[config.mk]
export PLATFORM = sky130hd
export DESIGN_NAME = i2c_register_access_master
export DESIGN_NICKNAME = d
export VERILOG_FILES = /design/src/rtl/i2cram_pkg.sv /design/src/rtl/i2cram_front.sv /design/src/rtl/i2cram_queue.sv /design/src/rtl/i2cram_back.sv /design/src/rtl/i2c_register_access_master.sv
export SDC_FILE = /design/constraint.sdc
export NUM_CORES = 1
export LEC_CHECK = 0
export BUFFER_PORTS_ARGS = -buffer_cell sky130_fd_sc_hd__buf_4
export CORE_MARGIN = 2
export CORE_UTILIZATION = 27
export DETAILED_ROUTE_END_ITERATION = 8
export GPL_TIMING_DRIVEN = 0
export SYNTH_ARGS = -nofsm -noshare
export SYNTH_HDL_FRONTEND = slang
export SYNTH_SLANG_ARGS = --single-unit
[constraint.sdc]
create_clock -name clk -period 5.3 [get_ports clk]
set_input_delay 1.59 -clock clk [delete_from_list [all_inputs] [get_ports clk]]
set_output_delay 1.59 -clock clk [all_outputs]
set_load 0.02 [all_outputs]
[src/rtl/i2cram_pkg.sv]
package i2cram_pkg;

  localparam int unsigned DATA_W = 8;
  localparam int unsigned COUNT_W = 16;
  localparam int unsigned CFG_W = 16;
  localparam logic [CFG_W-1:0] TICKS_RESET = 16'd1;
  localparam logic [CFG_W-1:0] POLL_RESET = 16'd1000;
  localparam int unsigned IN_DATA_W = 48;
  localparam int unsigned OUT_DATA_W = 24;

  typedef enum logic [1:0] {
    OP_TICK  = 2'd0,
    OP_WRITE = 2'd1,
    OP_READ  = 2'd2,
    OP_DATA  = 2'd3
  } opcode_t;

  typedef enum logic [0:0] {
    REG_TICKS_PER_PHASE = 1'b0,
    REG_ACK_POLL_LIMIT  = 1'b1
  } reg_index_t;

  typedef enum logic [1:0] {
    KIND_DEV  = 2'd0,
    KIND_REG  = 2'd1,
    KIND_DATA = 2'd2,
    KIND_RDEV = 2'd3
  } kind_t;

  typedef enum logic [2:0] {
    OUT_OK       = 3'd0,
    OUT_DEVICE   = 3'd1,
    OUT_REGISTER = 3'd2,
    OUT_DATA     = 3'd3,
    OUT_RD_ADDR  = 3'd4
  } outcome_t;

  typedef enum logic [4:0] {
    ST_IDLE,
    ST_START_HI,
    ST_START_FALL,
    ST_START_LOW,
    ST_RS_REL,
    ST_RS_HI,
    ST_RS_FALL,
    ST_RS_LOW,
    ST_TX_LOW,
    ST_TX_HIGH,
    ST_ACK_LOW,
    ST_ACK_HIGH,
    ST_WAIT,
    ST_RX_LOW,
    ST_RX_HIGH,
    ST_MACK_LOW,
    ST_MACK_HIGH,
    ST_STOP_LOW,
    ST_STOP_HIGH,
    ST_STOP_REL
  } state_t;

  typedef struct packed {
    opcode_t              op;
    logic [DATA_W-1:0]    device_address;
    logic [DATA_W-1:0]    register_address;
    logic [COUNT_W-1:0]   byte_count;
    logic [DATA_W-1:0]    write_byte;
    logic                 sda_sample;
  } item_t;

  typedef struct packed {
    logic                 scl_level;
    logic                 sda_level;
    logic                 busy_res;
    logic                 wants_byte;
    logic                 read_valid;
    logic [DATA_W-1:0]    read_data;
    logic                 read_last;
    logic                 finished;
    outcome_t             outcome;
  } result_t;

  function automatic outcome_t kind_outcome(input kind_t kind);
    outcome_t oc;
    unique case (kind)
      KIND_DEV:  oc = OUT_DEVICE;
      KIND_REG:  oc = OUT_REGISTER;
      KIND_DATA: oc = OUT_DATA;
      KIND_RDEV: oc = OUT_RD_ADDR;
      default:   oc = OUT_OK;
    endcase
    return oc;
  endfunction

endpackage

[src/rtl/i2cram_front.sv]
module i2cram_front (
  input  logic                                clk,
  input  logic                                rst,
  input  logic                                in_valid,
  output logic                                in_ready,
  input  logic [i2cram_pkg::IN_DATA_W-1:0]    in_data,
  input  logic [1:0]                          in_user,
  output logic                                out_valid,
  input  logic                                out_ready,
  output i2cram_pkg::item_t                   out_item
);
  import i2cram_pkg::*;

  logic  valid;
  item_t item;
  item_t item_next;

  assign in_ready  = !valid || out_ready;
  assign out_valid = valid;
  assign out_item  = item;

  // unpack and classify the incoming item
  always_comb begin
    item_next.op               = opcode_t'(in_user);
    item_next.device_address   = in_data[7:0];
    item_next.register_address = in_data[15:8];
    item_next.byte_count       = in_data[31:16];
    item_next.write_byte       = in_data[39:32];
    item_next.sda_sample       = in_data[40];
  end

  always_ff @(posedge clk) begin
    if (rst) begin
      valid <= 1'b0;
    end else if (in_ready) begin
      valid <= in_valid;
    end
  end

  always_ff @(posedge clk) begin
    if (in_valid && in_ready) begin
      item <= item_next;
    end
  end

endmodule

[src/rtl/i2cram_queue.sv]
module i2cram_queue (
  input  logic              clk,
  input  logic              rst,
  input  logic              push_valid,
  output logic              push_ready,
  input  i2cram_pkg::item_t push_item,
  output logic              pop_valid,
  input  logic              pop_ready,
  output i2cram_pkg::item_t pop_item
);
  import i2cram_pkg::*;

  item_t       mem [2];
  logic        wr_ptr;
  logic        rd_ptr;
  logic [1:0]  count;
  logic        do_push;
  logic        do_pop;

  assign push_ready = (count != 2'd2);
  assign pop_valid  = (count != 2'd0);
  assign pop_item   = mem[rd_ptr];
  assign do_push    = push_valid && push_ready;
  assign do_pop     = pop_valid && pop_ready;

  always_ff @(posedge clk) begin
    if (do_push) begin
      mem[wr_ptr] <= push_item;
    end
  end

  always_ff @(posedge clk) begin
    if (rst) begin
      wr_ptr <= 1'b0;
      rd_ptr <= 1'b0;
      count  <= 2'd0;
    end else begin
      if (do_push) begin
        wr_ptr <= !wr_ptr;
      end
      if (do_pop) begin
        rd_ptr <= !rd_ptr;
      end
      priority if (do_push && !do_pop) begin
        count <= count + 2'd1;
      end else if (do_pop && !do_push) begin
        count <= count - 2'd1;
      end
    end
  end

endmodule

[src/rtl/i2cram_back.sv]
module i2cram_back (
  input  logic                              clk,
  input  logic                              rst,
  input  logic [i2cram_pkg::CFG_W-1:0]      ticks_per_phase,
  input  logic [i2cram_pkg::CFG_W-1:0]      ack_poll_limit,
  input  logic                              in_valid,
  output logic                              in_ready,
  input  i2cram_pkg::item_t                 in_item,
  output logic                              out_valid,
  input  logic                              out_ready,
  output i2cram_pkg::result_t               out_res
);
  import i2cram_pkg::*;

  state_t              state, state_next;
  kind_t               kind, kind_next;
  logic [COUNT_W-1:0]  divider, divider_next;
  logic [2:0]          bit_idx, bit_idx_next;
  logic [DATA_W-1:0]   shift, shift_next;
  logic [COUNT_W-1:0]  bytes_left, bytes_left_next;
  logic [COUNT_W-1:0]  poll, poll_next;
  logic [DATA_W-1:0]   saved_device, saved_device_next;
  logic [DATA_W-1:0]   saved_register, saved_register_next;
  logic                pend_valid, pend_valid_next;
  logic [DATA_W-1:0]   pend_data, pend_data_next;
  logic                is_read, is_read_next;

  logic                pop;
  logic [CFG_W-1:0]    tick_limit;
  logic                phase_end;
  logic                poll_over;
  logic [DATA_W-1:0]   rx_byte;
  logic                rv;
  logic [DATA_W-1:0]   rd;
  logic                rl;
  logic                fin;
  outcome_t            oc;
  result_t             res_next;

  assign pop        = in_valid && (!out_valid || out_ready);
  assign in_ready   = !out_valid || out_ready;
  assign tick_limit = (ticks_per_phase == '0) ? CFG_W'(1) : ticks_per_phase;
  assign phase_end  = ({1'b0, divider} + 17'd1) >= {1'b0, tick_limit};
  assign poll_over  = ({1'b0, poll} + 17'd1) >= {1'b0, ack_poll_limit};
  assign rx_byte    = {shift[DATA_W-2:0], in_item.sda_sample};

  // next state and datapath
  always_comb begin
    state_next          = state;
    kind_next           = kind;
    divider_next        = divider;
    bit_idx_next        = bit_idx;
    shift_next          = shift;
    bytes_left_next     = bytes_left;
    poll_next           = poll;
    saved_device_next   = saved_device;
    saved_register_next = saved_register;
    pend_valid_next     = pend_valid;
    pend_data_next      = pend_data;
    is_read_next        = is_read;
    rv  = 1'b0;
    rd  = '0;
    rl  = 1'b0;
    fin = 1'b0;
    oc  = OUT_OK;
    if (pop) begin
      unique case (in_item.op)
        OP_WRITE, OP_READ: begin
          if (state == ST_IDLE) begin
            is_read_next        = (in_item.op == OP_READ);
            saved_device_next   = in_item.device_address;
            saved_register_next = in_item.register_address;
            bytes_left_next     = (in_item.byte_count == '0) ? COUNT_W'(1)
                                                             : in_item.byte_count;
            pend_valid_next     = 1'b0;
            poll_next           = '0;
            bit_idx_next        = '0;
            shift_next          = in_item.device_address;
            divider_next        = '0;
            state_next          = ST_START_HI;
          end
        end
        OP_DATA: begin
          if (state != ST_IDLE && !is_read && bytes_left != '0) begin
            pend_valid_next = 1'b1;
            pend_data_next  = in_item.write_byte;
          end
        end
        OP_TICK: begin
          if (state != ST_IDLE) begin
            if (!phase_end) begin
              divider_next = divider + COUNT_W'(1);
            end else begin
              divider_next = '0;
              unique case (state)
                ST_START_HI:   state_next = ST_START_FALL;
                ST_START_FALL: state_next = ST_START_LOW;
                ST_START_LOW: begin
                  shift_next   = saved_device;
                  bit_idx_next = '0;
                  kind_next    = KIND_DEV;
                  state_next   = ST_TX_LOW;
                end
                ST_RS_REL:  state_next = ST_RS_HI;
                ST_RS_HI:   state_next = ST_RS_FALL;
                ST_RS_FALL: state_next = ST_RS_LOW;
                ST_RS_LOW: begin
                  shift_next   = saved_device + DATA_W'(1);
                  bit_idx_next = '0;
                  kind_next    = KIND_RDEV;
                  state_next   = ST_TX_LOW;
                end
                ST_WAIT: begin
                  if (pend_valid) begin
                    pend_valid_next = 1'b0;
                    bytes_left_next = bytes_left - COUNT_W'(1);
                    shift_next      = pend_data;
                    bit_idx_next    = '0;
                    kind_next       = KIND_DATA;
                    state_next      = ST_TX_LOW;
                  end
                end
                ST_RX_LOW: state_next = ST_RX_HIGH;
                ST_RX_HIGH: begin
                  shift_next = rx_byte;
                  if (bit_idx == 3'd7) begin
                    bit_idx_next    = '0;
                    rv              = 1'b1;
                    rd              = rx_byte;
                    rl              = (bytes_left <= COUNT_W'(1));
                    bytes_left_next = (bytes_left == '0) ? '0 : bytes_left - COUNT_W'(1);
                    state_next      = ST_MACK_LOW;
                  end else begin
                    bit_idx_next = bit_idx + 3'd1;
                    state_next   = ST_RX_LOW;
                  end
                end
                ST_MACK_LOW: state_next = ST_MACK_HIGH;
                ST_MACK_HIGH: begin
                  if (bytes_left != '0) begin
                    shift_next   = '0;
                    bit_idx_next = '0;
                    state_next   = ST_RX_LOW;
                  end else begin
                    shift_next = DATA_W'(OUT_OK);
                    poll_next  = '0;
                    state_next = ST_STOP_LOW;
                  end
                end
                ST_STOP_LOW:  state_next = ST_STOP_HIGH;
                ST_STOP_HIGH: state_next = ST_STOP_REL;
                ST_STOP_REL: begin
                  fin             = 1'b1;
                  oc              = outcome_t'(shift[2:0]);
                  shift_next      = '0;
                  is_read_next    = 1'b0;
                  pend_valid_next = 1'b0;
                  state_next      = ST_IDLE;
                end
                ST_TX_LOW: state_next = ST_TX_HIGH;
                ST_TX_HIGH: begin
                  shift_next = {shift[DATA_W-2:0], 1'b0};
                  if (bit_idx == 3'd7) begin
                    bit_idx_next = '0;
                    poll_next    = '0;
                    state_next   = ST_ACK_LOW;
                  end else begin
                    bit_idx_next = bit_idx + 3'd1;
                    state_next   = ST_TX_LOW;
                  end
                end
                ST_ACK_LOW: state_next = ST_ACK_HIGH;
                ST_ACK_HIGH: begin
                  if (in_item.sda_sample) begin
                    if (poll_over) begin
                      shift_next = DATA_W'(kind_outcome(kind));
                      poll_next  = '0;
                      state_next = ST_STOP_LOW;
                    end else begin
                      poll_next  = poll + COUNT_W'(1);
                      state_next = ST_ACK_LOW;
                    end
                  end else begin
                    poll_next = '0;
                    priority if (kind == KIND_DEV) begin
                      shift_next   = saved_register;
                      bit_idx_next = '0;
                      kind_next    = KIND_REG;
                      state_next   = ST_TX_LOW;
                    end else if (kind == KIND_RDEV) begin
                      shift_next   = '0;
                      bit_idx_next = '0;
                      state_next   = ST_RX_LOW;
                    end else if (kind == KIND_REG && is_read) begin
                      state_next = ST_RS_REL;
                    end else if (bytes_left == '0) begin
                      shift_next = DATA_W'(OUT_OK);
                      state_next = ST_STOP_LOW;
                    end else begin
                      state_next = ST_WAIT;
                    end
                  end
                end
                default: state_next = ST_IDLE;
              endcase
            end
          end
        end
        default: ;
      endcase
    end
  end

  // bus levels and status after the step
  always_comb begin
    res_next.scl_level = 1'b1;
    res_next.sda_level = 1'b1;
    unique case (state_next)
      ST_START_FALL, ST_RS_FALL, ST_STOP_HIGH: begin
        res_next.sda_level = 1'b0;
      end
      ST_START_LOW, ST_RS_LOW, ST_STOP_LOW: begin
        res_next.scl_level = 1'b0;
        res_next.sda_level = 1'b0;
      end
      ST_RS_REL, ST_WAIT, ST_RX_LOW: begin
        res_next.scl_level = 1'b0;
      end
      ST_MACK_LOW, ST_MACK_HIGH: begin
        res_next.scl_level = (state_next == ST_MACK_HIGH);
        res_next.sda_level = (bytes_left_next == '0);
      end
      ST_TX_LOW, ST_TX_HIGH: begin
        res_next.scl_level = (state_next == ST_TX_HIGH);
        res_next.sda_level = shift_next[DATA_W-1];
      end
      ST_ACK_LOW: begin
        res_next.scl_level = 1'b0;
      end
      default: ;
    endcase
    res_next.busy_res   = (state_next != ST_IDLE);
    res_next.wants_byte = (state_next != ST_IDLE) && !is_read_next &&
                          (bytes_left_next != '0) && !pend_valid_next;
    res_next.read_valid = rv;
    res_next.read_data  = rd;
    res_next.read_last  = rl;
    res_next.finished   = fin;
    res_next.outcome    = oc;
  end

  always_ff @(posedge clk) begin
    if (rst) begin
      state          <= ST_IDLE;
      kind           <= KIND_DEV;
      divider        <= '0;
      bit_idx        <= '0;
      shift          <= '0;
      bytes_left     <= '0;
      poll           <= '0;
      saved_device   <= '0;
      saved_register <= '0;
      pend_valid     <= 1'b0;
      pend_data      <= '0;
      is_read        <= 1'b0;
      out_valid      <= 1'b0;
    end else begin
      state          <= state_next;
      kind           <= kind_next;
      divider        <= divider_next;
      bit_idx        <= bit_idx_next;
      shift          <= shift_next;
      bytes_left     <= bytes_left_next;
      poll           <= poll_next;
      saved_device   <= saved_device_next;
      saved_register <= saved_register_next;
      pend_valid     <= pend_valid_next;
      pend_data      <= pend_data_next;
      is_read        <= is_read_next;
      if (pop) begin
        out_valid <= 1'b1;
      end else if (out_ready) begin
        out_valid <= 1'b0;
      end
    end
  end

  always_ff @(posedge clk) begin
    if (pop) begin
      out_res <= res_next;
    end
  end

endmodule

[src/rtl/i2c_register_access_master.sv]
// channel   | direction | tdata / tuser contents
// s_axis    | in        | command, tick or data item, one per handshake
// m_axis    | out       | bus levels and status, one item per input item
// cfg       | in        | index 0 ticks_per_phase, index 1 ack_poll_limit
//
// one item per clock sustained in both directions while m_axis_tready stays high
// an item taken on s_axis passes the front register, the two-entry queue, then
// the output register of the bus sequencer before it is valid on m_axis
// rst is synchronous and empties all stages; registers return to defaults
// a stall on m_axis fills the queue before s_axis_tready drops
module i2c_register_access_master (
  input  logic                                clk,
  input  logic                                rst,
  input  logic                                s_axis_tvalid,
  output logic                                s_axis_tready,
  // [7:0] device_address, [15:8] register_address, [31:16] byte_count,
  // [39:32] write_byte, [40] sda_sample, [47:41] zero
  input  logic [i2cram_pkg::IN_DATA_W-1:0]    s_axis_tdata,
  // [1:0] opcode
  input  logic [1:0]                          s_axis_tuser,
  output logic                                m_axis_tvalid,
  input  logic                                m_axis_tready,
  // [0] scl_level, [1] sda_level, [2] busy_res, [3] wants_byte,
  // [4] read_valid, [12:5] read_data, [13] finished, [16:14] outcome,
  // [23:17] zero
  output logic [i2cram_pkg::OUT_DATA_W-1:0]   m_axis_tdata,
  output logic                                m_axis_tlast,
  input  logic                                cfg_we,
  input  logic [0:0]                          cfg_index,
  input  logic [i2cram_pkg::CFG_W-1:0]        cfg_data
);
  import i2cram_pkg::*;

  logic [CFG_W-1:0] ticks_per_phase;
  logic [CFG_W-1:0] ack_poll_limit;
  logic             f_valid;
  logic             q_ready;
  item_t            f_item;
  logic             q_valid;
  logic             b_ready;
  item_t            q_item;
  result_t          res;

  always_ff @(posedge clk) begin
    if (rst) begin
      ticks_per_phase <= TICKS_RESET;
      ack_poll_limit  <= POLL_RESET;
    end else if (cfg_we) begin
      unique case (reg_index_t'(cfg_index))
        REG_TICKS_PER_PHASE: ticks_per_phase <= cfg_data;
        REG_ACK_POLL_LIMIT:  ack_poll_limit  <= cfg_data;
        default: ;
      endcase
    end
  end

  i2cram_front u_front (
    .clk       (clk),
    .rst       (rst),
    .in_valid  (s_axis_tvalid),
    .in_ready  (s_axis_tready),
    .in_data   (s_axis_tdata),
    .in_user   (s_axis_tuser),
    .out_valid (f_valid),
    .out_ready (q_ready),
    .out_item  (f_item)
  );

  i2cram_queue u_queue (
    .clk        (clk),
    .rst        (rst),
    .push_valid (f_valid),
    .push_ready (q_ready),
    .push_item  (f_item),
    .pop_valid  (q_valid),
    .pop_ready  (b_ready),
    .pop_item   (q_item)
  );

  i2cram_back u_back (
    .clk             (clk),
    .rst             (rst),
    .ticks_per_phase (ticks_per_phase),
    .ack_poll_limit  (ack_poll_limit),
    .in_valid        (q_valid),
    .in_ready        (b_ready),
    .in_item         (q_item),
    .out_valid       (m_axis_tvalid),
    .out_ready       (m_axis_tready),
    .out_res         (res)
  );

  assign m_axis_tdata = {7'd0, res.outcome, res.finished, res.read_data, res.read_valid,
                         res.wants_byte, res.busy_res, res.sda_level, res.scl_level};
  assign m_axis_tlast = res.read_last;

  // a full queue is never empty
  a_queue_full: assert property (@(posedge clk) disable iff (rst)
    (f_valid && !q_ready) |-> q_valid)
    else $error("queue refuses a push while empty");

  a_finish_idle: assert property (@(posedge clk) disable iff (rst)
    (m_axis_tvalid && m_axis_tdata[13]) |-> !m_axis_tdata[2])
    else $error("transfer finished but still busy");

  a_read_not_finish: assert property (@(posedge clk) disable iff (rst)
    m_axis_tvalid |-> !(m_axis_tdata[4] && m_axis_tdata[13]))
    else $error("read byte and finish in one item");

  a_last_has_data: assert property (@(posedge clk) disable iff (rst)
    (m_axis_tvalid && m_axis_tlast) |-> m_axis_tdata[4])
    else $error("read_last without a read byte");

endmodule
# --- Yosys cells after proc, flatten, opt, wreduce, memory -nomap -nowiden ---
# Memory sizes are Yosys's and may differ from the RTL's. A register that Yosys moved wholly into a read port is not among the register bits.
# Cells that the tools add are included.
classes:
  eq_ne: 59
  n_mux: 93
  add_sub_neg: 9
  bitwise_logic: 1
  reduce_logical: 60
  n_lt_le_gt_ge: 3
ops:
  columns: ["cell", "n"]
  rows:
  - ["2-to-1 mux 16 bit", 18]
  - ["case mux 16 bit (2 select lines)", 4]
  - ["2-to-1 mux 8 bit", 11]
  - ["case mux 5 bit (17 select lines)", 1]
  - ["== test 5 x 4 -> 1 bit, second input constant", 14]
  - ["zero test 16 bit", 4]
  - ["2-to-1 mux 5 bit", 12]
  - ["case mux 8 bit (7 select lines)", 1]
  - ["case mux 16 bit (3 select lines)", 1]
  - ["== test 5 x 3 -> 1 bit, second input constant", 7]
  - ["== test 5 bit, second input constant", 7]
  - ["adder 16 x 1 -> 17 bit, second input constant", 2]
  - ["greater-or-equal comparator 17 x 16 -> 1 bit", 2]
  - ["adder 16 x 1 -> 16 bit, second input constant", 2]
  - ["nonzero test 16 bit", 2]
  - ["2-to-1 mux 3 bit", 9]
  - ["== test 5 x 2 -> 1 bit, second input constant", 4]
  - ["AND reduction 10 bit", 2]
  - ["2-to-1 mux 1 bit", 19]
  - ["<= comparator 16 x 1 -> 1 bit, second input constant", 1]
  - ["case mux 8 bit (2 select lines)", 1]
  - ["AND reduction 8 bit", 2]
  - ["subtractor 16 x 1 -> 16 bit, second input constant", 1]
  - ["case mux 3 bit (5 select lines)", 1]
  - ["42 further kinds", 97]
word_totals:
  mem_bits_rw: 86
  word_cells: 261
  output_inout_bits: 27
  inputBits: 72
  ff_bits: 191
  mem_count: 1
mem_list:
  columns: ["memory", "depth", "word_bits", "rd", "rd_clocked_by_memory_dff", "write_ports", "line_no", "text"]
  rows:
  - ["u_queue.mem", 2, 43, 1, 1, 1, "i2cram_queue.sv:13", "item_t mem [2];"]

# --- Logic depth before layout (Yosys ltp) ---
# Gate-level depths: netlist of run 1.
depth:
  word_depth: 15
  mapped_depth: 20

# --- Modules after synthesis ---
# Synthesis of run 1 repeated with hierarchy kept, for this count alone.
hier_totals:
  hier_cells: 1390
  hier_area_um2: 14104.8
modules_own_cells:
  columns: ["module", "n_inst", "area_per_inst_um2", "cells_per_inst"]
  rows:
  - ["i2cram_back", 1, 8034.0, 1048]
  - ["i2cram_queue", 1, 3324.4, 158]
  - ["i2c_register_access_master", 1, 1400.1, 136]
  - ["i2cram_front", 1, 1346.3, 48]

# --- Least setup slack after synthesis of run 1 ---
# OpenSTA, ideal clock, no wires.
synth_path:
  path_kind: "reg2reg"
  startpoint: "register with a tool-made name"
  endpoint: "register u_back.out_res[16] (netlist name) (data pin)"
  t_arrival_ns: 4.747
  setup_time_ns: 0.131
  required_time_ns: 5.169
  setup_slack_ns: 0.422
  path_stages_with_launch: 15
  path_cell_list: "dfxtp_1 -> buf_1 -> clkbuf_1 -> buf_2 -> buf_1 -> mux2i_1 -> inv_1 -> ha_1 -> nor3_2 -> nand2_1 -> a211oi_2 -> a22oi_1 -> or4_1 -> o21ai_0 -> a22o_1"
synth_rtl:
  columns: ["element", "line_no", "text"]
  rows:
  - ["end signal: assignment", "i2cram_back.sv:290", "out_res <= res_next;"]
  - ["end: declaration", "i2cram_back.sv:11", "output i2cram_pkg::result_t out_res"]

==> impl_metrics.env, run 1 <==
export IMPL_setup_violations=0
export IMPL_port_buffers=83
export IMPL_num_antenna_cells=0
export IMPL_yosys_cell_count_top_type="nand2_1"
export IMPL_grt_overflow_total=0
export IMPL_async_flop_share_pct=0
export IMPL_leakage_nw=5.96
export IMPL_core_mm2=0.0502
export IMPL_grt_use_total_pct=14.6
export IMPL_grt_max_degree=27
export IMPL_num_vias=11200
export IMPL_critPathRequiredTime_ns=5.73
export IMPL_drtAntennaViolNets=0
export IMPL_criticalPathCategory="register to register"
export IMPL_tightest_slew_ns=1.32
export IMPL_pwr_density_cell_mw_per_mm2=444
export IMPL_synth_area_mm2=0.0137
export IMPL_clock_sinks=278
export IMPL_fp_dieW_um=229
export IMPL_slew_headroom_pct=11.4
export IMPL_synth_top_cell_by_area="edfxtp_1"
export IMPL_hp_class="register to register"
export IMPL_synthCells=1379
export IMPL_synth_edf_count=147
export IMPL_rsz0062_at_grt="false"
export IMPL_viasPerCell=5.09
export IMPL_cts_root_buffer_cell="clkbuf_16"
export IMPL_hpwl_um=29600
export IMPL_ys_types=89
export IMPL_grt_pass1_wl_um=61300
export IMPL_use_met2_pct=23.0
export IMPL_synthTopCellsByArea="edfxtp_1, dfxtp_1, ha_1, nand2_1, nor2_1"
export IMPL_cts_max_level=1
export IMPL_maxSlewViolCount=0
export IMPL_instances_no_fill=2197
export IMPL_ys_seq_area_share_pct=51.3
export IMPL_initial_core_util_pct=27.3
export IMPL_cp_max_fo=10
export IMPL_nFillCells=5122
export IMPL_cts_tree="built"
export IMPL_yosys_warnings=0
export IMPL_final_setup_tns_ns=0
export IMPL_met1_usage_pct=19.5
export IMPL_gp_congestion=0.966
export IMPL_worstSkewPairLatency_ns=0.60
export IMPL_clock_skew_ns=0.0427
export IMPL_synth_avg_cell_area_um2=9.94
export IMPL_period_minus_slack_ns=5.01
export IMPL_ys_flop_type="edfxtp_1"
export IMPL_cts_path_max_buffers=3
export IMPL_cp_start_kind="register"
export IMPL_num_rows=82
export IMPL_synthTopCellsByCount="nand2_1, edfxtp_1, nor2_1"
export IMPL_synth_top_cell_area_share_pct=32.2
export IMPL_min_period_over_period_pct=94.4
export IMPL_clk_pin_slew_ns=0.06
export IMPL_cp_data_arrival_time_ns=5.44
export IMPL_nets=1620
export IMPL_fp_dieH_um=229
export IMPL_holdBufCountCts=0
export IMPL_dp_slack_ns=-1.58
export IMPL_max_cap_viol_count=0
export IMPL_dieArea_mm2=0.0526
export IMPL_wl_per_cell_um=17.8
export IMPL_syn_to_final_growth_pct=19.8
export IMPL_grt_util_met3_pct=3.20
export IMPL_cp_end_kind="register"
export IMPL_fin_ws_ns=0.295
export IMPL_placed_cells=2143
export IMPL_cts_buffers=30
export IMPL_utilization_pct=32.7
export IMPL_final_hold_viol_count=0
export IMPL_max_vdd_ir_drop_mv=0.270
export IMPL_drtPass1Iterations=8
export IMPL_drc=0
export IMPL_drtIter0Drc=904
export IMPL_drive_above_1_share_pct=13.3
export IMPL_clock_fmax_mhz=200
export IMPL_grt_pass1_vias=11000
export IMPL_whs_ns=0.442
export IMPL_grt_busiest_layer="met2"
export IMPL_io_pins=99
export IMPL_antenna_found_initial=1
export IMPL_synth_seq_cells=278
export IMPL_status="completed"
export IMPL_wl_um=39100
-- cells by family (layout without fill, tap and decap cells) --
family / Yosys count / count (layout) / synth area share (%)
AOI/OAI and AO/OA: 317 / 317 / 15.6
xor gates and xnor gates: 52 / 52 / 3.32
adders and majority gates: 47 / 47 / 4.29
buffers and inverters: 127 / 267 / 3.74
DFF: 278 / 278 / 51.3
muxes: 47 / 47 / 3.48
other: 1 / 7 / 0.0274
and+or+nand+nor: 510 / 510 / 18.2
-- worst paths after layout --
| path | startpoint | to | slack (ns) | cells past startpoint |
|---|---|---|---|---|
| setup reg to reg | u_back.divider[2]$_SDFFE_PP0P_ | u_back.out_res[16]$_DFFE_PP_ | 0.29 | 18 |
| hold / removal | u_front.out_item[0]$_DFFE_PP_ | u_queue.mem[1][0]$_DFFE_PP_ | 0.44 | 0 |
| hold reg to reg | u_front.out_item[0]$_DFFE_PP_ | u_queue.mem[1][0]$_DFFE_PP_ | 0.44 | 0 |
| setup / recovery | u_back.divider[2]$_SDFFE_PP0P_ | u_back.out_res[16]$_DFFE_PP_ | 0.29 | 18 |
-- metrics by stage --
step,total power [W],cell area (um^2)
floorplan,0.00421,13700
global placement,0.00503,15200
detailed placement,0.00505,15300
CTS,0.00729,16400
global route,0.00764,16400
finish,0.00728,16400
-- flip-flops by register name, summed over array words and instances (netlist names), 3 cells and up, named ones only --
register               flops
u_back.state               5
u_back.poll               16
u_back.shift               8
ticks_per_phase           16
u_back.saved_device        8
u_back.bit_idx             3
ack_poll_limit            16
u_queue.mem               86
u_back.saved_register      8
u_back.pend_data           8
u_back.bytes_left         16
u_back.out_res            18
u_back.divider            16
u_front.out_item          43
-- area by class of cell --
type,count,area [um^2],share of cell area [%]
Tap cell,672,841,5.12
Buffer,70,310,1.89
Clock inverter,17,203,1.23
Inverter,54,203,1.23
Timing Repair Buffer,87,698,4.25
Clock buffer,39,835,5.08
Multi-Input combinational cell,980,6290,38.3
Sequential cell,278,7040,42.9
-- timing repair --
item	in CTS	in global routing
pin swaps	0	3
buffers inserted	0	1
gates cloned	0	0
resized for setup	14	12
endpoints found under the setup margin	75	24
-- critical path: stages, from the launching register on --
cell and delay [ns]:
dfxtp_1 0.43, and3_2 0.25, and3_1 0.22, and3_1 0.22
and3_1 0.30, nand3_1 0.16, xnor2_2 0.18, ha_1 0.30
nand2_1 0.14, nor3_2 0.08, a221o_1 0.35, o31a_1 0.41
nor2_1 0.19, clkbuf_4 0.27, o221ai_1 0.16, a221oi_1 0.43
nand4_1 0.22, nor3_4 0.34, a22o_1 0.21
-- report_power, final --
group | switching (W) | total (W) | internal, W
combinational | 0.00155 | 0.00231 | 0.000759
sequential | 0.000220 | 0.00280 | 0.00258
clock | 0.000908 | 0.00217 | 0.00126
total | 0.00268 | 0.00728 | 0.00460
-- metal layers --
metal  vias to the layer above  wire length [um]
li1                       5307                 -
met1                      5380             17800
met2                       391             17300
met3                        95              2550
met4                         2              1460
met5                         -                16
-- cells in the final DEF, fill, tap and decap left out, types with 14 or more instances in the layout --
| master | Yosys | layout |
|---|---|---|
| clkbuf_16 | 0 | 30 |
| nand2_1 | 155 | 153 |
| inv_1 | 54 | 54 |
| ha_1 | 47 | 47 |
| clkbuf_1 | 57 | 58 |
| nand3_1 | 37 | 37 |
| o21ai_0 | 51 | 51 |
| a21oi_1 | 94 | 93 |
| edfxtp_1 | 147 | 147 |
| buf_4 | 7 | 91 |
| and2_1 | 26 | 25 |
| nor4_1 | 18 | 18 |
| nor3_1 | 28 | 26 |
| mux2i_1 | 42 | 42 |
| a31oi_1 | 17 | 16 |
| xnor2_1 | 21 | 20 |
| a211oi_1 | 32 | 32 |
| dfxtp_1 | 131 | 130 |
| xor2_1 | 31 | 31 |
| nand4_1 | 14 | 14 |
| and3_1 | 22 | 21 |
| nor2_1 | 137 | 136 |
(Power assumes the default switching activity.)
==> inputs of run 2 (changes only) <==
--- a/config.mk
+++ b/config.mk
@@ -7,9 +7,10 @@
 export LEC_CHECK = 0
 export BUFFER_PORTS_ARGS = -buffer_cell sky130_fd_sc_hd__buf_4
 export CORE_MARGIN = 2
-export CORE_UTILIZATION = 27
+export CORE_UTILIZATION = 60
 export DETAILED_ROUTE_END_ITERATION = 8
 export GPL_TIMING_DRIVEN = 0
+export PLACE_DENSITY = 0.79
 export SYNTH_ARGS = -nofsm -noshare
 export SYNTH_HDL_FRONTEND = slang
 export SYNTH_SLANG_ARGS = --single-unit
==> run 2 against run 1 <==
Power fell by 1.9%. Final cell count decreased by 18%. Clock power down 3%. Routed wire length down 7.5%. Sequential share of layout area rose by 1.5 points. Fmax is 1.1% lower. Final area shrank 3.4%. Global-route usage rose by 15 points. Largest cell class unchanged.
==> impl_metrics.env, run 2 (same netlist as run 1, synthesis figures left out) <==
export IMPL_status="completed"
export IMPL_largest_register="u_queue.mem"
export IMPL_fin_ws_ns=0.240
export IMPL_internal_power_w=0.00455
export IMPL_drive_above_1_share_pct=12.6
export IMPL_port_buffers=83
export IMPL_syn_to_final_growth_pct=15.6
export IMPL_pwr_density_cell_mw_per_mm2=451
export IMPL_drtPass1Iterations=6
export IMPL_critPathRequiredTime_ns=5.60
export IMPL_clock_sinks=278
export IMPL_cts_tree="built"
export IMPL_dp_slack_ns=-1.34
export IMPL_final_setup_tns_ns=0
export IMPL_dieArea_mm2=0.0241
export IMPL_nets=1618
export IMPL_min_period_over_period_pct=95.5
export IMPL_max_cap_viol_count=0
export IMPL_largest_reg_flops=86
export IMPL_grt_pass1_wl_um=56600
export IMPL_hpwl_um=26500
export IMPL_cts_path_max_buffers=3
export IMPL_grt_pass1_vias=10700
export IMPL_clkPwrFrac_pct=29.3
export IMPL_maxSlewViolCount=0
export IMPL_rsz0062_at_grt="false"
export IMPL_fp_dieH_um=155
export IMPL_cts_max_level=1
export IMPL_cts_root_buffer_cell="clkbuf_16"
export IMPL_cp_max_fo=7
export IMPL_mostFrequentLayoutCells="nand2_1, edfxtp_1, nor2_1, dfxtp_1, a21oi_1"
export IMPL_setup_violations=0
export IMPL_clock_fmax_mhz=198
export IMPL_num_vias=11200
export IMPL_holdBufCountCts=0
export IMPL_p_switching_w=0.00260
export IMPL_final_common_cell="nand2_1"
export IMPL_core_mm2=0.0225
export IMPL_grt_use_total_pct=29.6
export IMPL_nFillCells=1697
export IMPL_grt_max_degree=44
export IMPL_cp_data_arrival_time_ns=5.36
export IMPL_max_vdd_ir_drop_mv=0.524
export IMPL_final_hold_viol_count=0
export IMPL_num_antenna_cells=0
export IMPL_tightest_slew_ns=1.34
export IMPL_postCtsSetupRepairBufs=0
export IMPL_wl_per_cell_um=20.0
export IMPL_num_rows=55
export IMPL_p_comb_share_pct=31.5
export IMPL_worstSkewPairLatency_ns=0.58
export IMPL_r2r_slack_ns=0.24
export IMPL_drc=0
export IMPL_clock_skew_ns=0.0165
export IMPL_criticalPathCategory="register to register"
export IMPL_gp_congestion=1.03
export IMPL_io_pins=99
export IMPL_drtIter0Drc=1319
export IMPL_period_minus_slack_ns=5.06
export IMPL_fp_dieW_um=155
export IMPL_grt_overflow_total=0
export IMPL_power_share_sequential_pct=39.2
export IMPL_hp_class="register to register"
export IMPL_slew_headroom_pct=9.56
export IMPL_cp_start_kind="register"
export IMPL_viasPerCell=6.20
export IMPL_leakage_nw=5.93
export IMPL_cp_end_kind="register"
export IMPL_swShare_pct=36.3
export IMPL_drtAntennaViolNets=0
export IMPL_antenna_found_initial=0
export IMPL_initial_core_util_pct=60.9
export IMPL_cts_buffers=29
export IMPL_clk_pin_slew_ns=0.06
export IMPL_wl_um=36200
run 2: repair_timing:
action	4_1_cts	5_1_grt
resized for setup	9	15
pin swaps	0	2
endpoints found under the setup margin	72	3
run 2: per-stage QoR:
step | hold slack, ns | instances | util [%] | area, um^2 | total power [W]
floorplan | 0.421 | 1385 | - | 13700 | 0.00421
global placement | 0.422 | 1753 | 65.4 | 14700 | 0.00495
detailed placement | 0.432 | 1755 | 65.6 | 14800 | 0.00496
CTS | 0.438 | 1807 | 70.1 | 15800 | 0.00708
global route | 0.438 | 1807 | 70.4 | 15800 | 0.00744
finish | 0.437 | 1807 | 70.4 | 15800 | 0.00715
run 2: layout make-up:
type	count	area (um^2)	area share, %
timing repair buffer	85	678	4.28
sequential	278	7040	44.4
tap	285	357	2.25
multi-input combinational	980	6280	39.6
inverter	54	203	1.28
clock inverter	20	224	1.41
buffer	71	310	1.96
clock buffer	34	754	4.76
run 2: power groups by stage:
stage	Clock (W)	Sequential (W)	Combinational, W
2_1_floorplan	0	0.00281	0.00139
3_3_place_gp	0	0.00282	0.00213
3_5_place_dp	0	0.00283	0.00213
4_1_cts	0.00211	0.00280	0.00217
5_1_grt	0.00219	0.00283	0.00241
6_report	0.00210	0.00280	0.00225
run 2: routing by layer:
metal,vias to the layer above,wire length [um],GRT usage [%]
met5,-,0,0
met4,0,1620,11.8
met3,121,2550,4.40
met2,492,16900,49.0
met1,5282,15100,39.6
li1,5310,-,-
run 2: critical path: stages (launching register included):
cell       delay, ns
dfxtp_1         0.44
and3_2          0.24
and3_1          0.22
and3_1          0.22
and3_1          0.17
clkbuf_1        0.21
nand3_1         0.16
xnor2_2         0.18
ha_1            0.29
nand2_1         0.13
nor3_1          0.10
a41o_2          0.31
o21ai_0         0.45
nand2_2         0.27
a31o_2          0.31
a2111oi_2       0.45
nand4_1         0.23
nor3_4          0.28
nor4bb_1        0.12
run 2: path summary, 6_finish.rpt:
| path | startpoint | end | depth (start not counted) |
|---|---|---|---|
| setup / recovery | u_back.divider[2]$_SDFFE_PP0P_ | u_back.out_res[14]$_DFFE_PP_ | 18 |
| hold / removal | u_front.out_item[22]$_DFFE_PP_ | u_queue.mem[1][22]$_DFFE_PP_ | 0 |
| setup reg to reg | u_back.divider[2]$_SDFFE_PP0P_ | u_back.out_res[14]$_DFFE_PP_ | 18 |
| hold reg to reg | u_front.out_item[22]$_DFFE_PP_ | u_queue.mem[1][22]$_DFFE_PP_ | 0 |
